## src/hw/rtl/tpl_pkg.sv

```systemverilog
// shared types and constants of the tree path length block
package tpl_pkg;

    localparam int NODE_W    = 10;
    localparam int LIMIT_W   = 11;
    localparam int EPOCH_W   = 8;
    localparam int MEM_DEPTH = 1 << NODE_W;

    localparam logic [NODE_W-1:0] NODE_COUNT_RST = 10'd1023;

    // item kinds
    localparam logic KIND_LOAD  = 1'b0;
    localparam logic KIND_QUERY = 1'b1;

    typedef struct packed {
        logic               kind;
        logic [NODE_W-1:0]  node;
        logic [NODE_W-1:0]  parent_node;
        logic [NODE_W-1:0]  target_node;
        logic [LIMIT_W-1:0] hop_limit;
    } t_in;

    typedef struct packed {
        logic [NODE_W-1:0] path_nodes;
        logic              within_limit;
    } t_out;

    // datapath operations issued by the controller
    typedef enum logic [3:0] {
        OP_NONE,
        OP_CLEAR_ALL,
        OP_CLEAR_EPOCH,
        OP_CHECK,
        OP_MARK_START,
        OP_MARK_FIRST,
        OP_MARK_STEP,
        OP_CLIMB_START,
        OP_CLIMB_STEP,
        OP_FINISH
    } t_op;

    typedef struct packed {
        t_op  op;
        logic take;
    } t_cmd;

    typedef struct packed {
        logic sweep_last;
        logic trivial;
        logic wrap;
        logic parent_ok;
        logic mark_hit;
        logic climb_hit;
        logic step_limit;
        logic out_free;
    } t_status;

endpackage

```

## src/hw/rtl/tpl_ctrl.sv

```systemverilog
// controller state machine of the tree path length block
module tpl_ctrl (
    input  logic              i_clk,
    input  logic              i_rst_n,
    input  logic              i_in_valid,
    input  logic              i_in_kind,
    output logic              o_in_stall,
    input  tpl_pkg::t_status  i_status,
    output tpl_pkg::t_cmd     o_cmd
);

    typedef enum logic [9:0] {
        S_CLEAR  = 10'b00_0000_0001,
        S_IDLE   = 10'b00_0000_0010,
        S_CHECK  = 10'b00_0000_0100,
        S_WRAP   = 10'b00_0000_1000,
        S_MARK0  = 10'b00_0001_0000,
        S_MARK1  = 10'b00_0010_0000,
        S_MARK   = 10'b00_0100_0000,
        S_CLIMB0 = 10'b00_1000_0000,
        S_CLIMB  = 10'b01_0000_0000,
        S_DONE   = 10'b10_0000_0000
    } t_state;

    t_state r_state;
    t_state n_state;

    // state register
    always_ff @(posedge i_clk) begin
        if (!i_rst_n) begin
            r_state <= S_CLEAR;
        end else begin
            r_state <= n_state;
        end
    end

    // next state and datapath commands
    always_comb begin
        n_state    = r_state;
        o_cmd.op   = tpl_pkg::OP_NONE;
        o_cmd.take = 1'b0;
        o_in_stall = 1'b1;
        case (r_state)
            S_CLEAR: begin
                o_cmd.op = tpl_pkg::OP_CLEAR_ALL;
                if (i_status.sweep_last) begin
                    n_state = S_IDLE;
                end
            end
            S_IDLE: begin
                o_in_stall = 1'b0;
                if (i_in_valid) begin
                    o_cmd.take = 1'b1;
                    if (i_in_kind == tpl_pkg::KIND_QUERY) begin
                        n_state = S_CHECK;
                    end
                end
            end
            S_CHECK: begin
                o_cmd.op = tpl_pkg::OP_CHECK;
                if (i_status.trivial) begin
                    n_state = S_DONE;
                end else if (i_status.wrap) begin
                    n_state = S_WRAP;
                end else begin
                    n_state = S_MARK0;
                end
            end
            S_WRAP: begin
                o_cmd.op = tpl_pkg::OP_CLEAR_EPOCH;
                if (i_status.sweep_last) begin
                    n_state = S_MARK0;
                end
            end
            S_MARK0: begin
                o_cmd.op = tpl_pkg::OP_MARK_START;
                n_state  = S_MARK1;
            end
            S_MARK1: begin
                o_cmd.op = tpl_pkg::OP_MARK_FIRST;
                n_state  = i_status.parent_ok ? S_MARK : S_CLIMB0;
            end
            S_MARK: begin
                o_cmd.op = tpl_pkg::OP_MARK_STEP;
                if (i_status.mark_hit || !i_status.parent_ok) begin
                    n_state = S_CLIMB0;
                end
            end
            S_CLIMB0: begin
                o_cmd.op = tpl_pkg::OP_CLIMB_START;
                n_state  = S_CLIMB;
            end
            S_CLIMB: begin
                o_cmd.op = tpl_pkg::OP_CLIMB_STEP;
                if (i_status.climb_hit || !i_status.parent_ok || i_status.step_limit) begin
                    n_state = S_DONE;
                end
            end
            S_DONE: begin
                if (i_status.out_free) begin
                    o_cmd.op = tpl_pkg::OP_FINISH;
                    n_state  = S_IDLE;
                end
            end
            default: begin
                n_state = S_CLEAR;
            end
        endcase
    end

endmodule

```

## config.mk

```make
export PLATFORM = sky130hd
export DESIGN_NAME = tpl_ctrl
export DESIGN_NICKNAME = d
export VERILOG_FILES = /design/src/hw/rtl/tpl_pkg.sv /design/src/hw/rtl/tpl_ctrl.sv
export SDC_FILE = /design/constraint.sdc
export NUM_CORES = 1
export LEC_CHECK = 0
export ABC_AREA = 1
export BUFFER_PORTS_ARGS = -buffer_cell sky130_fd_sc_hd__buf_2
export CAP_MARGIN = 20
export CORE_MARGIN = 1
export CORE_UTILIZATION = 52
export CTS_CLUSTER_DIAMETER = 80
export CTS_CLUSTER_SIZE = 30
export DETAILED_ROUTE_END_ITERATION = 10
export PLACE_DENSITY = 0.78
export SLEW_MARGIN = 30
export SYNTH_ARGS = -nofsm -noshare
export SYNTH_HDL_FRONTEND = slang
export SYNTH_SLANG_ARGS = --single-unit
```

## constraint.sdc

```tcl
create_clock -name i_clk -period 1.7 [get_ports i_clk]
set_input_delay 0.34 -clock i_clk [delete_from_list [all_inputs] [get_ports i_clk]]
set_output_delay 0.34 -clock i_clk [all_outputs]
set_load 0.01 [all_outputs]
```

; ---- Yosys cells after proc, flatten, opt, wreduce, memory -nomap -nowiden
; Index checks and enable logic that the tools add are counted.
[totals]
reg_bits = 10
input_bits = 12
output_inout_bits = 6
[op_classes]
eq_ne = 17
n_mux = 16
n_reduce_logical = 5
[op_table]
columns = operator, count
row1 = case mux 10 bit (10 select lines), 1
row2 = two-way mux 10 bit, 8
row3 = case mux 4 bit (9 select lines), 1
row4 = inequality test 2 bit (second input constant), 7
row5 = equality test 10 x 1 -> 1 bit (second input constant), 1
row6 = equality test 10 bit (second input constant), 1
row7 = equality test 10 x 2 -> 1 bit (second input constant), 1
row8 = equality test 10 x 3 -> 1 bit (second input constant), 1
row9 = equality test 10 x 4 -> 1 bit (second input constant), 1
row10 = equality test 10 x 5 -> 1 bit (second input constant), 1
row11 = equality test 10 x 6 -> 1 bit (second input constant), 1
row12 = equality test 10 x 7 -> 1 bit (second input constant), 1
row13 = equality test 10 x 8 -> 1 bit (second input constant), 1
row14 = equality test 10 x 9 -> 1 bit (second input constant), 1
row15 = two-way mux 8 bit, 1
row16 = AND reduction 7 bit, 1
row17 = two-way mux 5 bit, 1
row18 = two-way mux 4 bit, 1
row19 = logical OR 1 bit, 3
row20 = two-way mux 1 bit, 3
row21 = zero test 1 bit, 1

; ---- Logic depth before layout (Yosys ltp)
; Gate-level depths: netlist of run 1.
[logic_depth]
word_depth = 5
depth_mapped = 10
mapped_depth_nobuf = 10

; ---- Worst setup path after synthesis of run 1
; Ideal clock, no wire load.
[synth_timing]
kind = register -> output
start = register r_state[2]
end = output port o_cmd[0] in the netlist's numbering
t_arrival_ps = 1045
setup_slack_ps = 315
path_stages_with_launch = 6
path_buffers = 0
cell_sequence = dfxtp_1 -> nor2_2 -> nand2_2 -> nor2_4 -> nand2_1 -> nor2_1
[synth_rtl]
columns = item, line_no
row1 = start: declaration, tpl_ctrl.sv:25  ; t_state r_state;
row2 = start signal: assignment, tpl_ctrl.sv:33  ; r_state <= n_state;
row3 = end: declaration, tpl_ctrl.sv:9  ; output tpl_pkg::t_cmd o_cmd

==> metrics.txt, run 1 <==
Post-Synth XOR/XNOR Area=0%; Bufs and invs on worst path=1; Slowest cell on crit path=dfxtp_4; CP Launch Type=flip-flop; area growth from synthesis to layout=39.2%; DR vias/cell=roughly 5.5; Fill cells=93; max reg flops=10; H-tree depth=1; Req. time, crit path=1.36 ns; tightest hold margin=just under 0.3 ns; post-synthesis cell area=approximately 800 um^2; cell row count=13; Pleak=slightly below 0.6 nW; PortBufs=17; mux contribution to synthesized area=0%; Root Buffer=clkbuf_4; ANT nets after route=0; Critical Path AT=about 1.5 ns; Final Hold Violating Endpoints=0; final WL=2.48 mm; pin count of the biggest net entering global routing=7; die area=approximately 0.0017 mm^2; post-synthesis register bit count=10; failing checks=negative setup slack; Global Route Usage Sum=a little under a third; internal power=between 0.0007 and 0.0008 W; RSZ-0062 raised after global routing=yes; die height=approximately 41 um; Sink Count=10; Core ar.=0.00137 mm^2; first-pass GRT wire length=~3.3 mm; PwrDens=1370 mW/mm^2; syn_nets=around 140; crit path max fanout=4; Adder-Cell Fraction of Synth Area=0%; post-layout minimum cycle time=roughly 1.8 ns; Max IR drop VDD=between 0.8 and 0.9 mV; fraction of power spent switching nets=47.4%; Achievable Freq=0.554 GHz; top flop regs=r_state x10; register area share after synthesis=about 25%; I/O pin total=18; Worst-Skew Late Latency=between 0.2 and 0.3 ns; drt drc=0; fin util=between 80% and 90%; crit path cell chain=nor2_4, nand2_2, nor2_4, nand2_2, nor2_2, buf_2; CTS Hold Bufs=0; Wirelength per Cell=between 10 and 15 um; clk buf depth=2; delay-heaviest family, CP=simple AND/OR/NAND/NOR gates; CTS buffer count=3; distinct cell type count after synthesis=19; fraction of layout cells with a size suffix above 1=a little over half; DR iter-0 viols=33; Worst-Margin Slew=0.291 ns; TritonCTS clock tree=built; Via Count=~940; Placer Congestion=about 0.87; CP Capture Type=output pin; yosys warns=0; max cap viols=0; Max-slew headroom=80.4%; Synth Instances=126; Logic pwr share=63.3%; Pwr Total=approximately 0.0015 W; status=finished, violations left; crit path kind=flip-flop to output pin; grt total ovfl=0; Max Slew Vio Count=0; ANT cells=0; Final WS setup=-0.106 ns; main combinational cell family by area after synthesis=simple AND/OR/NAND/NOR gates; Post-Syn Area per Cell=roughly 6.3 um^2; Synth Area in Compound Gates=under 10%; sequential share of power=a little over a fifth; Initial Utilization=58.4%; initial antenna violation count=0; Sw Pwr=slightly above 0.0007 W; Clk pwr share=between 10% and 20%; hpwl dp=about 1.5 mm; Chip Width=41.2 um; Clock Skew=0.00297 ns; clock slew seen by the registers of the worst setup and hold paths=0.08 ns; crit share post-route=106%; vias in the first global route=782; Net count, final=170; DRT Pass-1 Iters=4; simple-gate portion of the synthesized area=between 50% and 60%; min-delay worst type=input port to flip-flop; Biggest register=r_state; Final setup viols=5; Worst path max stage delay=around 0.36 ns
[per-stage QoR]
| step | std cells | cell area (um^2) | setup WS [ns] | TNS [ns] |
|---|---|---|---|---|
| after floorplan | 126 | 798 | 0.315 | 0 |
| after global placement | 158 | 902 | 0.166 | 0 |
| after detailed placement | 158 | 902 | 0.166 | 0 |
| after CTS | 170 | 1070 | -0.00124 | -0.00124 |
| after global routing | 172 | 1110 | -0.153 | -0.671 |
| final | 172 | 1110 | -0.106 | -0.263 |
[timing repair]
item / in CTS / in global routing
resized for setup: 26 / 9
pin swaps: 13 / 13
setup endpoints to repair: 5 / 6
cloned: 0 / 0
buffers inserted: 8 / 2
[layout by cell type (no fill, tap or decap), drive strengths merged]
cell type,instances
nand2,39
o21ai,3
clkbuf,4
a21oi,3
dfxtp,10
nor3,1
nand4,6
inv,23
buf,27
nand3,13
nor2,28
[logic make-up (layout without fill, tap and decap cells)]
logic type / count (synthesis) / after routing
flip-flops: 10 / 10
buffers and inverters: 23 / 54
AO/OA/AOI/OAI: 6 / 6
AND/OR/NAND/NOR: 87 / 87
[layout make-up]
| type | count | area (um^2) | share of cell area (%) |
|---|---|---|---|
| well taps | 15 | 18.8 | 1.69 |
| multi-input cells | 93 | 592 | 53.3 |
| flip-flops and latches | 10 | 218 | 19.6 |
| inverters | 23 | 86.3 | 7.77 |
| repair buffers | 27 | 160 | 14.4 |
| clock buffers | 4 | 36.3 | 3.27 |
[synthesized netlist by cell type, drive strengths merged]
cell	number	area (um^2)
dfxtp	10	200
inv	23	86.3
nand2	39	196
o21ai	3	15.0
nand4	6	37.5
a21oi	3	18.8
nor3	1	5.00
nor2	28	146
nand3	13	92.6
[worst paths after layout]
path | start | to | slack (ns) | depth (start not counted)
setup / recovery | r_state[8] | o_cmd[0] | -0.11 | 6
hold / removal | i_rst_n | r_state[0] | 0.29 | 2
setup reg to reg | r_state[8] | r_state[8] | 0.01 | 12
hold reg to reg | r_state[3] | r_state[3] | 0.49 | 2
[power groups by stage]
stage / Sequential (W) / Combinational, W / Clock [W]
after floorplan: 0.000300 / 0.000558 / 0
after global placement: 0.000304 / 0.000694 / 0
after detailed placement: 0.000306 / 0.000692 / 0
after CTS: 0.000315 / 0.000819 / 0.000231
after global routing: 0.000325 / 0.00105 / 0.000252
final: 0.000321 / 0.000962 / 0.000237
[per-layer routing]
layer / part of all wire [%] / track usage, %
met5: 0 / 0
met4: 3.9 / 12.9
met2: 47 / 52.3
met3: 11 / 9.78
met1: 38 / 34.8
No activity file was read; power rests on OpenSTA's default activity.
==> inputs of run 2 (changes only) <==
--- a/config.mk
+++ b/config.mk
@@ -13,6 +13,7 @@
 export CTS_CLUSTER_DIAMETER = 80
 export CTS_CLUSTER_SIZE = 30
 export DETAILED_ROUTE_END_ITERATION = 10
+export MAX_ROUTING_LAYER = met4
 export PLACE_DENSITY = 0.78
 export SLEW_MARGIN = 30
 export SYNTH_ARGS = -nofsm -noshare
==> run 2 against run 1 <==
The flow still finishes with violations (negative setup slack). Die area unchanged. Utilization unchanged. Hold slack better by 0.0012 ns. Total power about the same. Non-clock buffer count unchanged. Sequential power about the same. Largest cell class unchanged.
==> metrics.txt, run 2 (same netlist as run 1, synthesis figures left out) <==
die area=between 0.0015 and 0.002 mm^2; Max Slew Vio Count=0; hpwl dp=about 1.5 mm; grt total ovfl=0; crit path max fanout=4; ANT nets after route=0; commonest non-fill, non-tap cells in the layout=20 x inv_1, 20 x nand2_1, 17 x buf_2; clock slew seen by the registers of the worst setup and hold paths=~0.080 ns; Wirelength per Cell=14.4 um; min-delay worst type=input port to flip-flop; Biggest register=r_state; Final WS setup=-0.102 ns; pre-CTS setup slack=about 0.17 ns; design area=between 0.001 and 0.0015 mm^2; internal power=about 0.00080 W; post-layout minimum cycle time=between 1.5 and 2 ns; PwrDens=1370 mW/mm^2; status=finished, violations left; Core ar.=~0.0014 mm^2; Sw Pwr=a little over 0.0007 W; hold endpoint=r_state[0]; Req. time, crit path=about 1.4 ns; Worst-Margin Slew=around 0.28 ns; CP Capture Type=output pin; Global Route Usage Sum=31.6%; Reg2Reg Depth=12; TritonCTS clock tree=built; Net count, final=170; R2R Path End=r_state[8]; die height=roughly 41 um; final WL=about 2.5 mm; Critical Path AT=about 1.5 ns; hold_sp=i_rst_n; drt drc=0; CP Launch Type=flip-flop; DRT Pass-1 Iters=4; crit share post-route=106%; area growth from synthesis to layout=39.2%; crit path kind=flip-flop to output pin; DR iter-0 viols=38; RSZ-0062 raised after global routing=yes; Final Hold Violating Endpoints=0; Chip Width=roughly 41 um; fraction of power spent switching nets=a little under half; Max IR drop VDD=0.855 mV; top flop regs=r_state x10; H-tree depth=1; vias in the first global route=782; Clk pwr share=between 10% and 20%; Final setup viols=5; ANT cells=0; worst r2r src=r_state[8]; max reg flops=10; crit path from=r_state[8]; Via Count=about 940; Logic pwr share=63.3%; fin util=81.3%; CTS buffer count=3; max cap viols=0; Placer Congestion=just under 0.9; cell row count=13; Achievable Freq=0.555 GHz; Clock Skew=approximately 0.003 ns; Initial Utilization=58.4%; Worst-Skew Late Latency=between 0.2 and 0.3 ns; worst hold path cell count=2; I/O pin total=18; TNS Setup=-0.258 ns; Root Buffer=clkbuf_4; fraction of layout cells with a size suffix above 1=a little over half; Sink Count=10; sequential share of power=about a fifth; Pleak=roughly 0.6 nW; pin count of the biggest net entering global routing=7; R2R Setup Slk=around 0.01 ns; failing checks=negative setup slack; initial antenna violation count=0; Max-slew headroom=approximately four fifths; Pwr Total=approximately 0.0015 W; first-pass GRT wire length=~3.3 mm; PortBufs=17; clk buf depth=2; Area after DPL=902 um^2; DR vias/cell=5.47
[run 2: cell counts in the layout (fill, tap and decap cells not counted)]
Identical to the previous run, type by type.
[run 2: layout make-up]
class	count	area (um^2)
Fill cell	93	255
Multi-Input combinational cell	93	592
Tap cell	15	18.8
Inverter	23	86.3
Sequential cell	10	218
Clock buffer	4	36.3
Timing Repair Buffer	27	160
[run 2: metrics by stage]
step                hold WS (ns)  cells
global route               0.288    172
detailed placement         0.486    158
finish                     0.294    172
global placement           0.477    158
floorplan                  0.424    126
CTS                        0.300    170
[run 2: worst max-delay path by stage]
stage | endpoint | slack [ns]
final | o_cmd[0] | -0.10
after global routing | o_cmd[1] | -0.15
after CTS | o_cmd[2] | -0.001
after detailed placement | o_cmd[2] | 0.17
after global placement | o_cmd[2] | 0.17
after floorplan | o_cmd[0] | 0.32
[run 2: layer usage]
layer	GRT usage, %	vias to the layer above	wire [um]
met3	9.78	12	242
met2	52.3	54	1180
met1	34.8	423	956
met5	-	-	0
li1	-	452	-
met4	12.9	0	98
[run 2: power groups by stage]
stage | registers, W | clock network [W] | logic [W]
after floorplan | 0.000300 | 0 | 0.000558
after global placement | 0.000304 | 0 | 0.000694
after detailed placement | 0.000306 | 0 | 0.000692
after CTS | 0.000315 | 0.000231 | 0.000819
after global routing | 0.000325 | 0.000252 | 0.00105
final | 0.000321 | 0.000236 | 0.000962
[run 2: repair_timing]
action,4_1_cts,5_1_grt
endpoints found under the setup margin,5,6
hold buffers,0,0
pin swaps,13,13
endpoints found under the hold margin,0,0
setup buffers,8,2
resized for setup,26,9
[run 2: critical path: stages, from the launching register on]
cell	delay, ns
dfxtp_4	0.37
nor2_4	0.17
nand2_2	0.09
nor2_4	0.15
nand2_2	0.10
nor2_2	0.13
buf_2	0.16
==> inputs of run 3 (changes only) <==
--- a/config.mk
+++ b/config.mk
@@ -11,10 +11,10 @@
 export CORE_MARGIN = 1
 export CORE_UTILIZATION = 52
 export CTS_CLUSTER_DIAMETER = 80
-export CTS_CLUSTER_SIZE = 30
+export CTS_CLUSTER_SIZE = 16
 export DETAILED_ROUTE_END_ITERATION = 10
 export MAX_ROUTING_LAYER = met4
-export PLACE_DENSITY = 0.78
+export PLACE_DENSITY_LB_ADDON = 0.15
 export SLEW_MARGIN = 30
 export SYNTH_ARGS = -nofsm -noshare
 export SYNTH_HDL_FRONTEND = slang
==> run 3 against run 2 <==
The flow still finishes with violations (negative setup slack). First-iteration DRC count fell by 55%. Routed wire length fell by 21%. Die area did not move. Global-route usage fell by 2.5 points. Non-clock buffer count fell by 6. Worst setup slack improved by 0.093 ns. Sequential share of layout area rose by 0.78 points. Critical path type unchanged. Largest cell class unchanged.
==> metrics.txt, run 3 (same netlist as run 1, synthesis figures left out) <==
clk buf depth=2; final WL=a little under 2 mm; drt drc=0; max reg flops=10; Net count, final=around 160; clock slew seen by the registers of the worst setup and hold paths=0.07 ns; Placer Congestion=~0.88; R2R Setup Slk=approximately 0.16 ns; fraction of power spent switching nets=between 40 and 50%; Critical Path AT=between 1 and 1.5 ns; Sw Pwr=~0.00065 W; PortBufs=17; Area after DPL=~900 um^2; ANT nets after route=0; post-layout minimum cycle time=~1.7 ns; Max Slew Vio Count=0; PwrDens=approximately 1300 mW/mm^2; Final Hold Violating Endpoints=0; RSZ-0062 raised after global routing=yes; status=finished, violations left; initial antenna violation count=0; design area=between 0.001 and 0.0015 mm^2; Final setup viols=2; hpwl dp=1.49 mm; cell row count=13; Req. time, crit path=about 1.4 ns; TritonCTS clock tree=built; CP Capture Type=output pin; footprint of the multi-input gates=approximately 580 um^2; Worst-Margin Slew=~0.25 ns; H-tree depth=1; Sink Count=10; commonest non-fill, non-tap cells in the layout=23 x nand2_1, 21 x inv_1, 17 x buf_2; Clk pwr share=between 10% and 20%; DRT Pass-1 Iters=5; max cap viols=0; Core ar.=0.00137 mm^2; TNS Setup=-0.0135 ns; CTS buffer count=3; Logic pwr share=approximately three fifths; Final WS setup=-0.00909 ns; Biggest register=r_state; Pleak=between 0.5 and 0.6 nW; Worst-Skew Late Latency=0.27 ns; Initial Utilization=58.4%; DR iter-0 viols=17; grt total ovfl=0; Register Area=215 um^2; Pwr Total=between 0.001 and 0.0015 W; CP Launch Type=flip-flop; tightest hold margin=0.315 ns; Via Count=approximately 860; vias in the first global route=roughly 730; ANT cells=0; die area=~0.0017 mm^2; Fill cells=between 100 and 150; area growth from synthesis to layout=32.3%; Root Buffer=clkbuf_4; fraction of layout cells with a size suffix above 1=between 40% and 50%; CTS Hold Bufs=0; Chip Width=just over 40 um; crit path max fanout=3; Clock Skew=about 0.0025 ns; DR vias/cell=approximately 5.2; Max IR drop VDD=1.04 mV; Achievable Freq=between 0.5 and 0.6 GHz; failing checks=negative setup slack; internal power=a little over 0.0007 W; I/O pin total=18; min-delay worst type=input port to flip-flop; most common cell after layout, fill and taps aside=nand2_1; Max-slew headroom=a little over 80%; top flop regs=r_state x10; pin count of the biggest net entering global routing=7; Wirelength per Cell=approximately 12 um; crit share post-route=101%; sequential share of power=roughly a quarter; Global Route Usage Sum=about 29%; die height=41.2 um; first-pass GRT wire length=roughly 3.1 mm; crit path kind=flip-flop to output pin; pre-CTS setup slack=0.161 ns
[run 3: metal layers]
metal  global-route usage (%)  part of all wire, %  wire, um  vias to the layer above
met5                        -                    0         0                        -
met4                     8.06                 0.72        14                        0
li1                         -                    -         -                      447
met3                     5.43                  6.1       119                        2
met1                     36.8                   46       907                      384
met2                     46.9                   47       910                       31
[run 3: per-stage QoR]
stage / cells / utilization, %
2_1_floorplan: 126 / -
4_1_cts: 166 / 75.4
6_report: 166 / 77.3
5_1_grt: 166 / 77.3
3_5_place_dp: 158 / 66.0
3_3_place_gp: 158 / 66.0
[run 3: timing repair]
action / CTS / global route
gates cloned: 0 / 0
hold endpoints to repair: 0 / 0
buffers inserted: 4 / 0
gates resized for setup: 22 / 8
endpoints found under the setup margin: 5 / 7
pin swaps: 15 / 3
[run 3: worst paths after layout]
kind	cells past startpoint	to	start
setup / recovery	8	o_cmd[1]	r_state[3]
hold / removal	2	r_state[0]	i_rst_n
setup reg to reg	10	r_state[4]	r_state[8]
hold reg to reg	2	r_state[3]	r_state[3]
[run 3: power groups by stage]
| stage | combinational (W) | sequential (W) | clock, W |
|---|---|---|---|
| 2_1_floorplan | 0.000558 | 0.000300 | 0 |
| 3_3_place_gp | 0.000692 | 0.000303 | 0 |
| 3_5_place_dp | 0.000701 | 0.000306 | 0 |
| 4_1_cts | 0.000765 | 0.000316 | 0.000226 |
| 5_1_grt | 0.000890 | 0.000323 | 0.000236 |
| 6_report | 0.000813 | 0.000318 | 0.000223 |
[run 3: cell type report]
type	instances	area share, %
multi-input cells	93	55.3
flip-flops and latches	10	20.4
repair buffers	21	10.9
inverters	23	8.18
clock buffers	4	3.44
well taps	15	1.78
[run 3: worst max-delay path, stage by stage, from the launching register on]
cell     delay (ns)
dfxtp_2        0.35
nor2_4         0.14
nand2_2        0.08
nor2_4         0.15
nand2_2        0.08
nand2_1        0.07
inv_1          0.03
nand4_1        0.05
buf_2          0.13
